File: src/design/mclb_pkg.sv
// Package for the multi-channel LED blinker: command/result types, kind codes, widths.
// No dependencies; used by the interfaces and all blinker modules.
`default_nettype none

package mclb_pkg;

    localparam int MAX_LEDS     = 8;
    localparam int NUM_LEDS_DEF = 8;
    localparam int CHAN_W       = 3;
    localparam int KIND_W       = 2;
    localparam int DUR_W        = 16;
    localparam int MS_W         = 32;

    // Command kinds
    localparam logic [KIND_W-1:0] KIND_SET   = 2'd0;
    localparam logic [KIND_W-1:0] KIND_FLASH = 2'd1;
    localparam logic [KIND_W-1:0] KIND_TICK  = 2'd2;

    typedef struct packed {
        logic [KIND_W-1:0] kind;
        logic [CHAN_W-1:0] channel;
        logic              level;
        logic              notify;
        logic [DUR_W-1:0]  blink_count;
        logic [DUR_W-1:0]  on_ms;
        logic [DUR_W-1:0]  off_ms;
    } cmd_t;

    // Millisecond time seen by the channels for one command
    typedef struct packed {
        logic [MS_W-1:0] now;      // counter before this command
        logic [MS_W-1:0] now_inc;  // counter after a tick
    } ms_time_t;

    // Per-channel state: current level, and level and blinking flag after the command
    typedef struct packed {
        logic level_cur;
        logic level_nxt;
        logic active_nxt;
    } chan_stat_t;

    typedef struct packed {
        logic [MAX_LEDS-1:0] led_levels;
        logic [MAX_LEDS-1:0] blinking_mask;
        logic                change_event;
        logic [CHAN_W-1:0]   event_channel;
        logic                event_level;
    } res_t;

endpackage

`default_nettype wire

File: src/design/mclb_channel.sv
// One LED channel: level, blink arming and on/off timing, updated per command.
// Depends on mclb_pkg.
`default_nettype none

module mclb_channel
    import mclb_pkg::*;
#(
    parameter int IDX = 0
)
(
    input  wire logic     clk,
    input  wire logic     rst_n,
    input  wire logic     advance,
    input  wire cmd_t     cmd,
    input  wire ms_time_t tm,
    output chan_stat_t    stat
);

    logic             level_reg, level_next;
    logic             active_reg, active_next;
    logic [MS_W-1:0]  start_reg, start_next;
    logic [DUR_W-1:0] on_reg, on_next;
    logic [DUR_W-1:0] off_reg, off_next;
    logic [DUR_W-1:0] done_reg, done_next;
    logic [DUR_W-1:0] target_reg, target_next;
    logic             hit;
    logic [MS_W-1:0]  elapsed;

    assign hit     = (cmd.channel == CHAN_W'(IDX));
    assign elapsed = tm.now_inc - start_reg;

    // Next-state logic for one command
    always_comb
    begin
        level_next  = level_reg;
        active_next = active_reg;
        start_next  = start_reg;
        on_next     = on_reg;
        off_next    = off_reg;
        done_next   = done_reg;
        target_next = target_reg;
        case (cmd.kind)
            KIND_SET:
            begin
                if (hit)
                begin
                    if (!cmd.level)
                    begin
                        active_next = 1'b0;
                    end
                    level_next = cmd.level;
                end
            end
            KIND_FLASH:
            begin
                if (hit)
                begin
                    active_next = 1'b1;
                    start_next  = tm.now;
                    on_next     = cmd.on_ms;
                    off_next    = cmd.off_ms;
                    done_next   = '0;
                    target_next = cmd.blink_count;
                end
            end
            KIND_TICK:
            begin
                if (active_reg)
                begin
                    if (done_reg >= target_reg)
                    begin
                        active_next = 1'b0;
                    end
                    else if (!level_reg)
                    begin
                        if (elapsed >= {{(MS_W-DUR_W){1'b0}}, off_reg})
                        begin
                            level_next = 1'b1;
                            start_next = tm.now_inc;
                        end
                    end
                    else if (elapsed >= {{(MS_W-DUR_W){1'b0}}, on_reg})
                    begin
                        level_next = 1'b0;
                        start_next = tm.now_inc;
                        done_next  = done_reg + DUR_W'(1);
                    end
                end
            end
            default:
            begin
            end
        endcase
    end

    // Control state
    always_ff @(posedge clk or negedge rst_n)
    begin
        if (!rst_n)
        begin
            level_reg  <= 1'b0;
            active_reg <= 1'b0;
        end
        else if (advance)
        begin
            level_reg  <= level_next;
            active_reg <= active_next;
        end
    end

    // Blink timing payload
    always_ff @(posedge clk)
    begin
        if (advance)
        begin
            start_reg  <= start_next;
            on_reg     <= on_next;
            off_reg    <= off_next;
            done_reg   <= done_next;
            target_reg <= target_next;
        end
    end

    assign stat = '{level_cur: level_reg, level_nxt: level_next, active_nxt: active_next};

endmodule

`default_nettype wire

File: config.mk
export PLATFORM = sky130hd
export DESIGN_NAME = mclb_channel
export DESIGN_NICKNAME = d
export VERILOG_FILES = /design/src/design/mclb_pkg.sv /design/src/design/mclb_channel.sv
export SDC_FILE = /design/constraint.sdc
export NUM_CORES = 1
export LEC_CHECK = 0
export ABC_AREA = 1
export BUFFER_PORTS_ARGS = -buffer_cell sky130_fd_sc_hd__buf_2
export CORE_AREA = 2 2 122 124
export DETAILED_ROUTE_END_ITERATION = 10
export DIE_AREA = 0 0 124 126
export PLACE_DENSITY_LB_ADDON = 0.12
export SLEW_MARGIN = 20
export SYNTH_ARGS = -nofsm -noshare
export SYNTH_HDL_FRONTEND = slang
export SYNTH_SLANG_ARGS = --single-unit
File: constraint.sdc
create_clock -name clk -period 6.8 [get_ports clk]
set_input_delay 0.68 -clock clk [delete_from_list [all_inputs] [get_ports clk]]
set_output_delay 0.68 -clock clk [all_outputs]
set_load 0.03 [all_outputs]
After elaboration in Yosys (flattened, before gate mapping)
Cells that the tools add are included.
{"block": "op_classes", "n_addsub": 2, "muxes": 26, "eq_ne": 9, "magnitude_cmp": 3, "n_reduce_logical": 6}
{"operator": "two-way mux 32 bit", "n": 6}
{"operator": "two-way mux 16 bit", "n": 5}
{"operator": ">= comparator 32 x 16 -> 1 bit", "n": 2}
{"operator": "one-hot mux 32 bit (2 select lines)", "n": 1}
{"operator": "one-hot mux 16 bit (2 select lines)", "n": 1}
{"operator": "subtractor 32 bit", "n": 1}
{"operator": "adder 16 x 1 -> 16 bit, second input constant", "n": 1}
{"operator": ">= comparator 16 bit", "n": 1}
{"operator": "AND reduction 7 bit", "n": 2}
{"operator": "two-way mux 1 bit", "n": 11}
{"operator": "inequality test 2 bit, second input constant", "n": 5}
{"operator": "inequality test 3 bit, second input constant", "n": 2}
{"operator": "zero test 3 bit", "n": 1}
{"operator": "one-hot mux 1 bit (3 select lines)", "n": 1}
{"operator": "AND reduction 3 bit", "n": 1}
{"operator": "== test 2 x 1 -> 1 bit, second input constant", "n": 1}
{"operator": "== test 2 bit, second input constant", "n": 1}
{"operator": "zero test 2 bit", "n": 1}
{"operator": "one-hot mux 1 bit (2 select lines)", "n": 1}
{"operator": "nonzero test 2 bit", "n": 1}
{"block": "word_totals", "regBits": 98, "out_inout_bits": 3, "word_cells": 53, "inputBits": 122}

Longest topological paths before layout
Gate-level depths: netlist of the first run.
{"block": "depth", "depth_word": 7, "depth_mapped": 26, "ltp_nobuf": 26}

Worst setup path before layout of the first run
Ideal clock, no wire load.
{"block": "synth_timing", "kind": "input to register", "startpoint": "input port tm[0] (netlist bit)", "endpoint": "register start_reg[0], enable pin", "slack_ns": 2.183, "n_path_buf": 0, "arrival_ns": 4.185, "setup_time_ns": 0.432, "stages": 18, "path_cell_list": "inv_1 ha_1 fa_1 inv_1 nand3_1 nand3_1 nand2_1 nand2_1 xor2_1 ha_1 a21oi_1 nor3_1 a211oi_1 nand2_1 a21oi_1 nand3_1 o21ai_0 a21oi_1"}
{"block": "synth_via", "elab_chain_len": 4, "word_cells_on_any_way": 6, "classes_between": "add/sub (1); order compare (2); eq/ne (2); reduce/logical (1)"}
{"item": "from (decl)", "line_no": "mclb_channel.sv:15", "rtl": "input wire ms_time_t tm,"}
{"item": "subtractor 32 bit *", "line_no": "mclb_channel.sv:30", "rtl": "assign elapsed = tm.now_inc - start_reg;"}
{"item": ">= comparator 32 x 16 -> 1 bit (on tied branches)", "line_no": "mclb_channel.sv:82, mclb_channel.sv:76"}
{"item": "inequality test 3 bit (no line)"}
{"item": "AND reduction 7 bit (no line) *"}
{"item": "to (signal assigned)", "line_no": "mclb_channel.sv:116", "rtl": "start_reg <= start_next;"}
{"item": "to (decl)", "line_no": "mclb_channel.sv:21", "rtl": "logic [MS_W-1:0] start_reg, start_next;"}
Every way passes the cells marked *; elsewhere a longest branch is shown, timed or not.
A chain may end at the register's enable or synchronous reset.

==> results of run 1 <==
logic make-up (layout without fill, tap and decap cells):
| kind of cell | Yosys count | in the layout | synth area share (%) |
|---|---|---|---|
| fa+ha+maj | 81 | 81 | 13.18 |
| compound gates | 80 | 80 | 5.509 |
| simple gates | 544 | 544 | 29.14 |
| flops | 98 | 98 | 37.87 |
| buf+inv | 257 | 387 | 12.60 |
| xor+xnor | 15 | 15 | 1.696 |
power by group through the flow:
stage / logic (mW) / registers (mW) / clock network (mW)
floorplan: 0.228 / 0.696 / 0
global placement: 0.324 / 0.697 / 0
detailed placement: 0.329 / 0.697 / 0
CTS: 0.331 / 0.684 / 0.543
global route: 0.382 / 0.685 / 0.566
finish: 0.332 / 0.684 / 0.532
worst max-delay path by stage:
| stage | from | depth (start not counted) | to | slack, ns |
|---|---|---|---|---|
| final | tm[0] | 23 | stat[1] | 2.38 |
| after global routing | tm[0] | 23 | stat[1] | 2.03 |
| after CTS | tm[0] | 23 | stat[1] | 2.39 |
| after detailed placement | tm[0] | 19 | start_reg[19] | 2.25 |
| after global placement | tm[0] | 19 | start_reg[20] | 2.32 |
| after floorplan | tm[0] | 18 | start_reg[0] | 2.18 |
per-stage QoR:
stage / setup slack, ns / hold WS, ns / util [%] / instances / power, mW
6_report: 2.379 / 0.09363 / 62.23 / 1389 / 1.548
5_1_grt: 2.026 / 0.08577 / 62.23 / 1389 / 1.633
4_1_cts: 2.391 / 0.08529 / 62.04 / 1388 / 1.558
3_5_place_dp: 2.251 / 0.4683 / 59.95 / 1373 / 1.026
3_3_place_gp: 2.324 / 0.4687 / 59.95 / 1373 / 1.021
2_1_floorplan: 2.183 / 0.3844 / - / 1075 / 0.9234
per-layer routing:
metal | GRT usage (%) | up-vias | wire, um
met2 | 38.17 | 207 | 7840
met3 | 4.393 | 20 | 1336
met5 | 0 | - | 0
met1 | 32.56 | 2911 | 7907
li1 | - | 3595 | -
met4 | 7.138 | 0 | 325
area by class of cell:
type                       count  area share, %
multi-input combinational    720          43.38
sequential                    98          32.93
inverter                     246          10.37
timing repair buffer         126          7.389
tap                          184          2.585
clock buffer                   9          2.528
clock inverter                 6         0.8288
cell usage in the layout (no fill, tap or decap), types with 2 or more instances in the layout:
| cell type | netlist | routed |
|---|---|---|
| xnor2_1 | 2 | 2 |
| a211oi_1 | 3 | 3 |
| clkbuf_16 | 0 | 9 |
| nor2_4 | 3 | 5 |
| nand2_1 | 391 | 391 |
| ha_1 | 80 | 80 |
| inv_1 | 243 | 243 |
| nand2_2 | 7 | 7 |
| nor3_1 | 11 | 11 |
| a21oi_1 | 47 | 45 |
| nand3_1 | 38 | 38 |
| inv_2 | 3 | 3 |
| nand4_1 | 13 | 13 |
| buf_4 | 3 | 2 |
| nand3_2 | 2 | 2 |
| buf_2 | 0 | 123 |
| o21ai_0 | 22 | 22 |
| dfrtp_1 | 2 | 2 |
| xor2_1 | 13 | 13 |
| o21bai_1 | 2 | 2 |
| o211ai_1 | 3 | 3 |
| nor2_2 | 9 | 8 |
| edfxtp_1 | 96 | 96 |
| clkinvlp_4 | 0 | 2 |
| nor2_1 | 56 | 55 |
| and2_1 | 7 | 7 |
worst register-to-register path, delay by kind of cell (launching register included):
kind	cells	cell delay [ns]
AOI/OAI and AO/OA	4	1.00
xor gates and xnor gates	1	0.32
adders and majority gates	3	0.85
buffers and inverters	1	0.12
DFF	1	0.37
and+or+nand+nor	8	0.89
==> metrics, run 1 <==
outcome=completed; number of failing setup endpoints in the final timing report=0; Netlist cell types=35; CTS hold repair buffers=0; number of violations reported at the end of detailed-routing iteration 0=432; switch share=29.46%; share of total power in the clock network=34.4%; largest net degree at the start of global routing=44; post-synthesis sequential area ratio=37.87%; Max Clock Freq=226.2 MHz; Chip Width=124 um; CTS max path bufs=2; static leakage power=4.926 nW; area added between synthesis and finish=15.01%; sw power=455.9 uW; placed wire-length estimate=13880 um; hold crit path type=input pin to async pin; Commonest cells post-synth=391 x nand2_1, 243 x inv_1, 96 x edfxtp_1, 80 x ha_1, 56 x nor2_1; Clock Sink Count=98; actual transition at the worst max-transition pin=0.9884 ns; total number of yosys warnings=0; number of placement rows=44; final number of hold-violating endpoints=0; cell mode on critical path=nand2_1; total congestion overflow=0; Reg-to-Reg Start=start_reg[0]; most instantiated library cell after synthesis=nand2_1; H-tree levels=3; TritonCTS clock tree=yes; critical path arrival=3.74 ns; CTS root buffer=clkbuf_16; cell-by-cell trace of the critical path=buf_2, inv_1, ha_1, fa_1, inv_1, nand3_1, nand3_1, nand2_1, nand2_1, xor2_1, ha_1, a21oi_1, nor3_1, a211oi_1, nand2_1, a21oi_1, nand3_1, nand2_1, nand2_1, nand2_1, nand2_1, nand2_2, buf_2; highest fanout seen on the critical path=4; # port buffers=123; Cell Int Power=1.092 mW; Tmin final=4.421 ns; TritonCTS Buffers=9; Setup Fix Bufs, Post-CTS=0; routed via count=6733; Total Neg Setup Slack=0 ns; share of final-layout standard cells stronger than drive strength 1=14.19%; post-synthesis cell area=7745 um^2; routed len/inst=12.53 um; share of the synthesized area in the top cell type=37.22%; CP Launch Type=input pin; ranking of synthesized cells by area=edfxtp_1 37%, nand2_1 19%, ha_1 13%, inv_1 12%, a21oi_1 3.0%; CTS resizes=0; number of diodes added for antenna fixing=0; normalized max-slew margin=34.11%; detailed-router iteration count before antenna repair=5; worst-path cell with the longest stage delay=fa_1; Mapped Avg Cell Area=7.205 um^2; number of flip-flops in the largest register=32; synthesized instance count=1075; Crit Path Category=input pin to output pin; Top FF cell, synth=edfxtp_1; number of max-capacitance violations reported=0; flip-flop and latch count after synthesis=98; power density of the placed cells=173.8 nW/um^2; ratio of final minimum period to clock period=65.01%; clock latency at the later pin of the worst-skew pair=0.36 ns; chip height=126 um; max-slew violation total from the final report=0; footprint of the flip-flops and latches=2933 um^2; first-pass GRT wire length=28600 um; number of nets in the synthesized netlist=1278; worst clock skew on the final layout=0.01077 ns; total placed instance area=8581 um^2; CP required=6.12 ns; Crit. End Element=output pin; total area of multi-input combinational cells=3864 um^2; total detailed-routing wirelength=17410 um; num ports=125; Synth async-reset ratio=2.041%; cell family with the largest share of critical-path delay=simple AND/OR/NAND/NOR gates; worst reg2reg setup slack=2.88 ns; number of fill cells=1355; Buf+Inv Stages, Crit Path=4; part of the power in combinational logic=21.5%; number of antenna violations at the first check in global routing=0; maximum cell stage delay along the critical path=0.42 ns; count of flip-flops with a built-in enable after synthesis=96; worst supply voltage drop on vdd=0.1383 mV; total core area=14310 um^2; Initial Util=54.11%; clock-pin slew on the worst setup and hold paths=0.06 ns; global routing usage summed across all routing layers=23.73%; most area-hungry cell type in the Yosys netlist=edfxtp_1; remaining antenna violation count=0; Vias/cell=4.847; unrepaired setup endpoints after global routing=false; floorplan die area=15620 um^2; number of global-route vias before repair=6210; sequential share of power=44.2%; final weighted congestion in routability-driven placement=0.9440; residual DRC count=0; worst reg2reg endpoint=done_reg[9]; count of cells along the worst register-to-register path=17; final design area excluding fillers=8907 um^2; net total in the final layout=1404
Note: power is estimated with default switching activity, not from simulation.
==> run 2: changes to the inputs <==
clock period = 4.3 ns   (was 6.8 ns; I/O delays follow)
==> metrics, run 2 (synthesis results as in run 1) <==
max-slew violation total from the final report=0 (unchanged); final design area excluding fillers=9009 um^2 (was 8907 um^2); number of flip-flops in the largest register=32 (unchanged); share of final-layout standard cells stronger than drive strength 1=15.12% (was 14.19%); detailed-router iteration count before antenna repair=5 (unchanged); chip height=126 um (unchanged); first-pass GRT wire length=29360 um (was 28600 um); worst supply voltage drop on vdd=0.2584 mV (was 0.1383 mV); most frequent standard cell in the layout excluding fill and tap cells=nand2_1 (unchanged); part of the power in combinational logic=21.6% (was 21.5%); share of total power in the clock network=34.8% (was 34.4%); routed len/inst=12.72 um (was 12.53 um); routed via count=6728 (was 6733); switch share=29.77% (was 29.46%); global routing usage summed across all routing layers=24.09% (was 23.73%); worst reg2reg endpoint=start_reg[21] (was done_reg[9]); highest fanout seen on the critical path=4 (unchanged); critical hold path startpoint=cmd[25]; residual DRC count=0 (unchanged); total congestion overflow=0 (unchanged); Setup Fix Bufs, Post-CTS=0 (unchanged); area added between synthesis and finish=16.32% (was 15.01%); TritonCTS Buffers=9 (unchanged); number of placement rows=44 (unchanged); number of diodes added for antenna fixing=0 (unchanged); total placed instance area=8600 um^2 (was 8581 um^2); net total in the final layout=1408 (was 1404); count of cells along the worst register-to-register path=18 (was 17); # port buffers=123 (unchanged); worst reg2reg setup slack=0.53 ns (was 2.88 ns); sw power=737.5 uW (was 455.9 uW); largest net degree at the start of global routing=44 (unchanged); num ports=125 (unchanged); Cell Int Power=1.740 mW (was 1.092 mW); total core area=14310 um^2 (unchanged); total detailed-routing wirelength=17740 um (was 17410 um); sequential share of power=43.7% (was 44.2%); floorplan die area=15620 um^2 (unchanged); placed wire-length estimate=14060 um (was 13880 um); Total Neg Setup Slack=0 ns (unchanged); Tmin final=3.988 ns; endpoint of the worst setup timing path=stat[1] (unchanged); number of global-route vias before repair=6463 (was 6210); clock-pin slew on the worst setup and hold paths=0.07 ns (was 0.06 ns); Initial Util=54.11% (unchanged); number of antenna violations at the first check in global routing=0 (unchanged); static leakage power=4.963 nW (was 4.926 nW); number of max-capacitance violations reported=0 (unchanged); CTS max path bufs=2 (unchanged); actual transition at the worst max-transition pin=0.8988 ns (was 0.9884 ns); TritonCTS clock tree=yes (unchanged); Crit Path Category=flip-flop to output pin (was input pin to output pin); end-of-flow core utilization=62.94% (was 62.23%); critical path arrival=3.56 ns (was 3.74 ns); final weighted congestion in routability-driven placement=0.9089 (was 0.9440); remaining antenna violation count=0 (unchanged); power density of the placed cells=275.0 nW/um^2 (was 173.8 nW/um^2); Chip Width=124 um (unchanged); worst clock skew on the final layout=0.01559 ns (was 0.01077 ns); startpoint of the worst setup timing path=start_reg[5] (was tm[0]); final number of hold-violating endpoints=0 (unchanged); clock latency at the later pin of the worst-skew pair=0.36 ns (about the same); Max Clock Freq=250.8 MHz; Crit. End Element=output pin (unchanged); hold crit path type=input pin to flip-flop (was input pin to async pin); CP required=3.87 ns (was 6.12 ns); H-tree levels=3 (unchanged); Vias/cell=4.826 (was 4.847); Finished Layout Cells=1394 (was 1389); Reg-to-Reg Start=start_reg[0] (unchanged); Clock Sink Count=98 (unchanged); number of violations reported at the end of detailed-routing iteration 0=381 (was 432); ratio of final minimum period to clock period=92.74%; outcome=completed (unchanged); CTS root buffer=clkbuf_16 (unchanged); number of failing setup endpoints in the final timing report=0 (unchanged); CP Launch Type=flip-flop (was input pin); normalized max-slew margin=39.94% (was 34.11%); highest-count cells in the layout ignoring fill and taps=391 x nand2_1, 243 x inv_1, 123 x buf_2 (unchanged); number of cells in the design after placement=1376 (was 1373)
run 2: worst min-delay path by stage:
stage                    end  slack (ns)  depth (start not counted)
4_1_cts        target_reg[7]        0.23                          1
5_1_grt        target_reg[7]        0.23                          1
3_5_place_dp      active_reg        0.22                          1
3_3_place_gp       level_reg        0.22                          1
6_report           on_reg[9]        0.25                          1
2_1_floorplan     active_reg        0.13                          0
run 2: routing by layer:
metal,vias to the layer above,routed length [um],global-route usage (%)
met3,23,946,4.710
met4,0,354,6.411
li1,3595,-,-
met5,-,0,0
met1,2962,8129,31.59
met2,148,8307,40.56
run 2: final cells by class:
| type | instances | area, um^2 |
|---|---|---|
| clock buffers | 9 | 225.2 |
| clock inverters | 7 | 88.84 |
| fillers | 1369 | 5305 |
| inverters | 246 | 923.4 |
| multi-input cells | 720 | 3918 |
| flip-flops and latches | 98 | 2933 |
| well taps | 184 | 230.2 |
| repair buffers | 130 | 690.7 |
run 2: repair_timing:
| item | 4_1_cts | 5_1_grt |
|---|---|---|
| hold endpoints to repair | 2 | 0 |
| gates resized for setup | 0 | 9 |
| setup endpoints to repair | 0 | 1 |
| hold buffers | 1 | 0 |
run 2: critical path, cell delays in order (launching register included):
cell and delay [ns]:
edfxtp_1 0.33, inv_1 0.05, ha_1 0.36, nand2_1 0.14, nor2_2 0.18, nand3_1 0.09, nand3_1 0.18, xor2_2 0.22
ha_1 0.28, a21oi_1 0.16, nor3_1 0.06, a211oi_1 0.16, nand2_1 0.12, a21oi_1 0.20, nand3_1 0.12, nand2_1 0.09
nand2_1 0.06, nand2_1 0.05, nand2_1 0.06, nand2_2 0.08, buf_2 0.19
run 2: through the flow:
stage	total power [mW]	hold slack, ns	setup slack [ns]
final	2.478	0.2454	0.3121
after global routing	2.622	0.2291	-0.002849
after CTS	2.490	0.2350	0.2304
after detailed placement	1.624	0.2181	0.05737
after global placement	1.615	0.2199	0.1351
after floorplan	1.460	0.1344	0.5595
run 2: power by group through the flow:
stage / registers, mW / clock network, mW / logic (mW)
floorplan: 1.10 / 0 / 0.360
global placement: 1.10 / 0 / 0.512
detailed placement: 1.10 / 0 / 0.521
CTS: 1.08 / 0.882 / 0.526
global route: 1.08 / 0.922 / 0.616
finish: 1.08 / 0.861 / 0.535
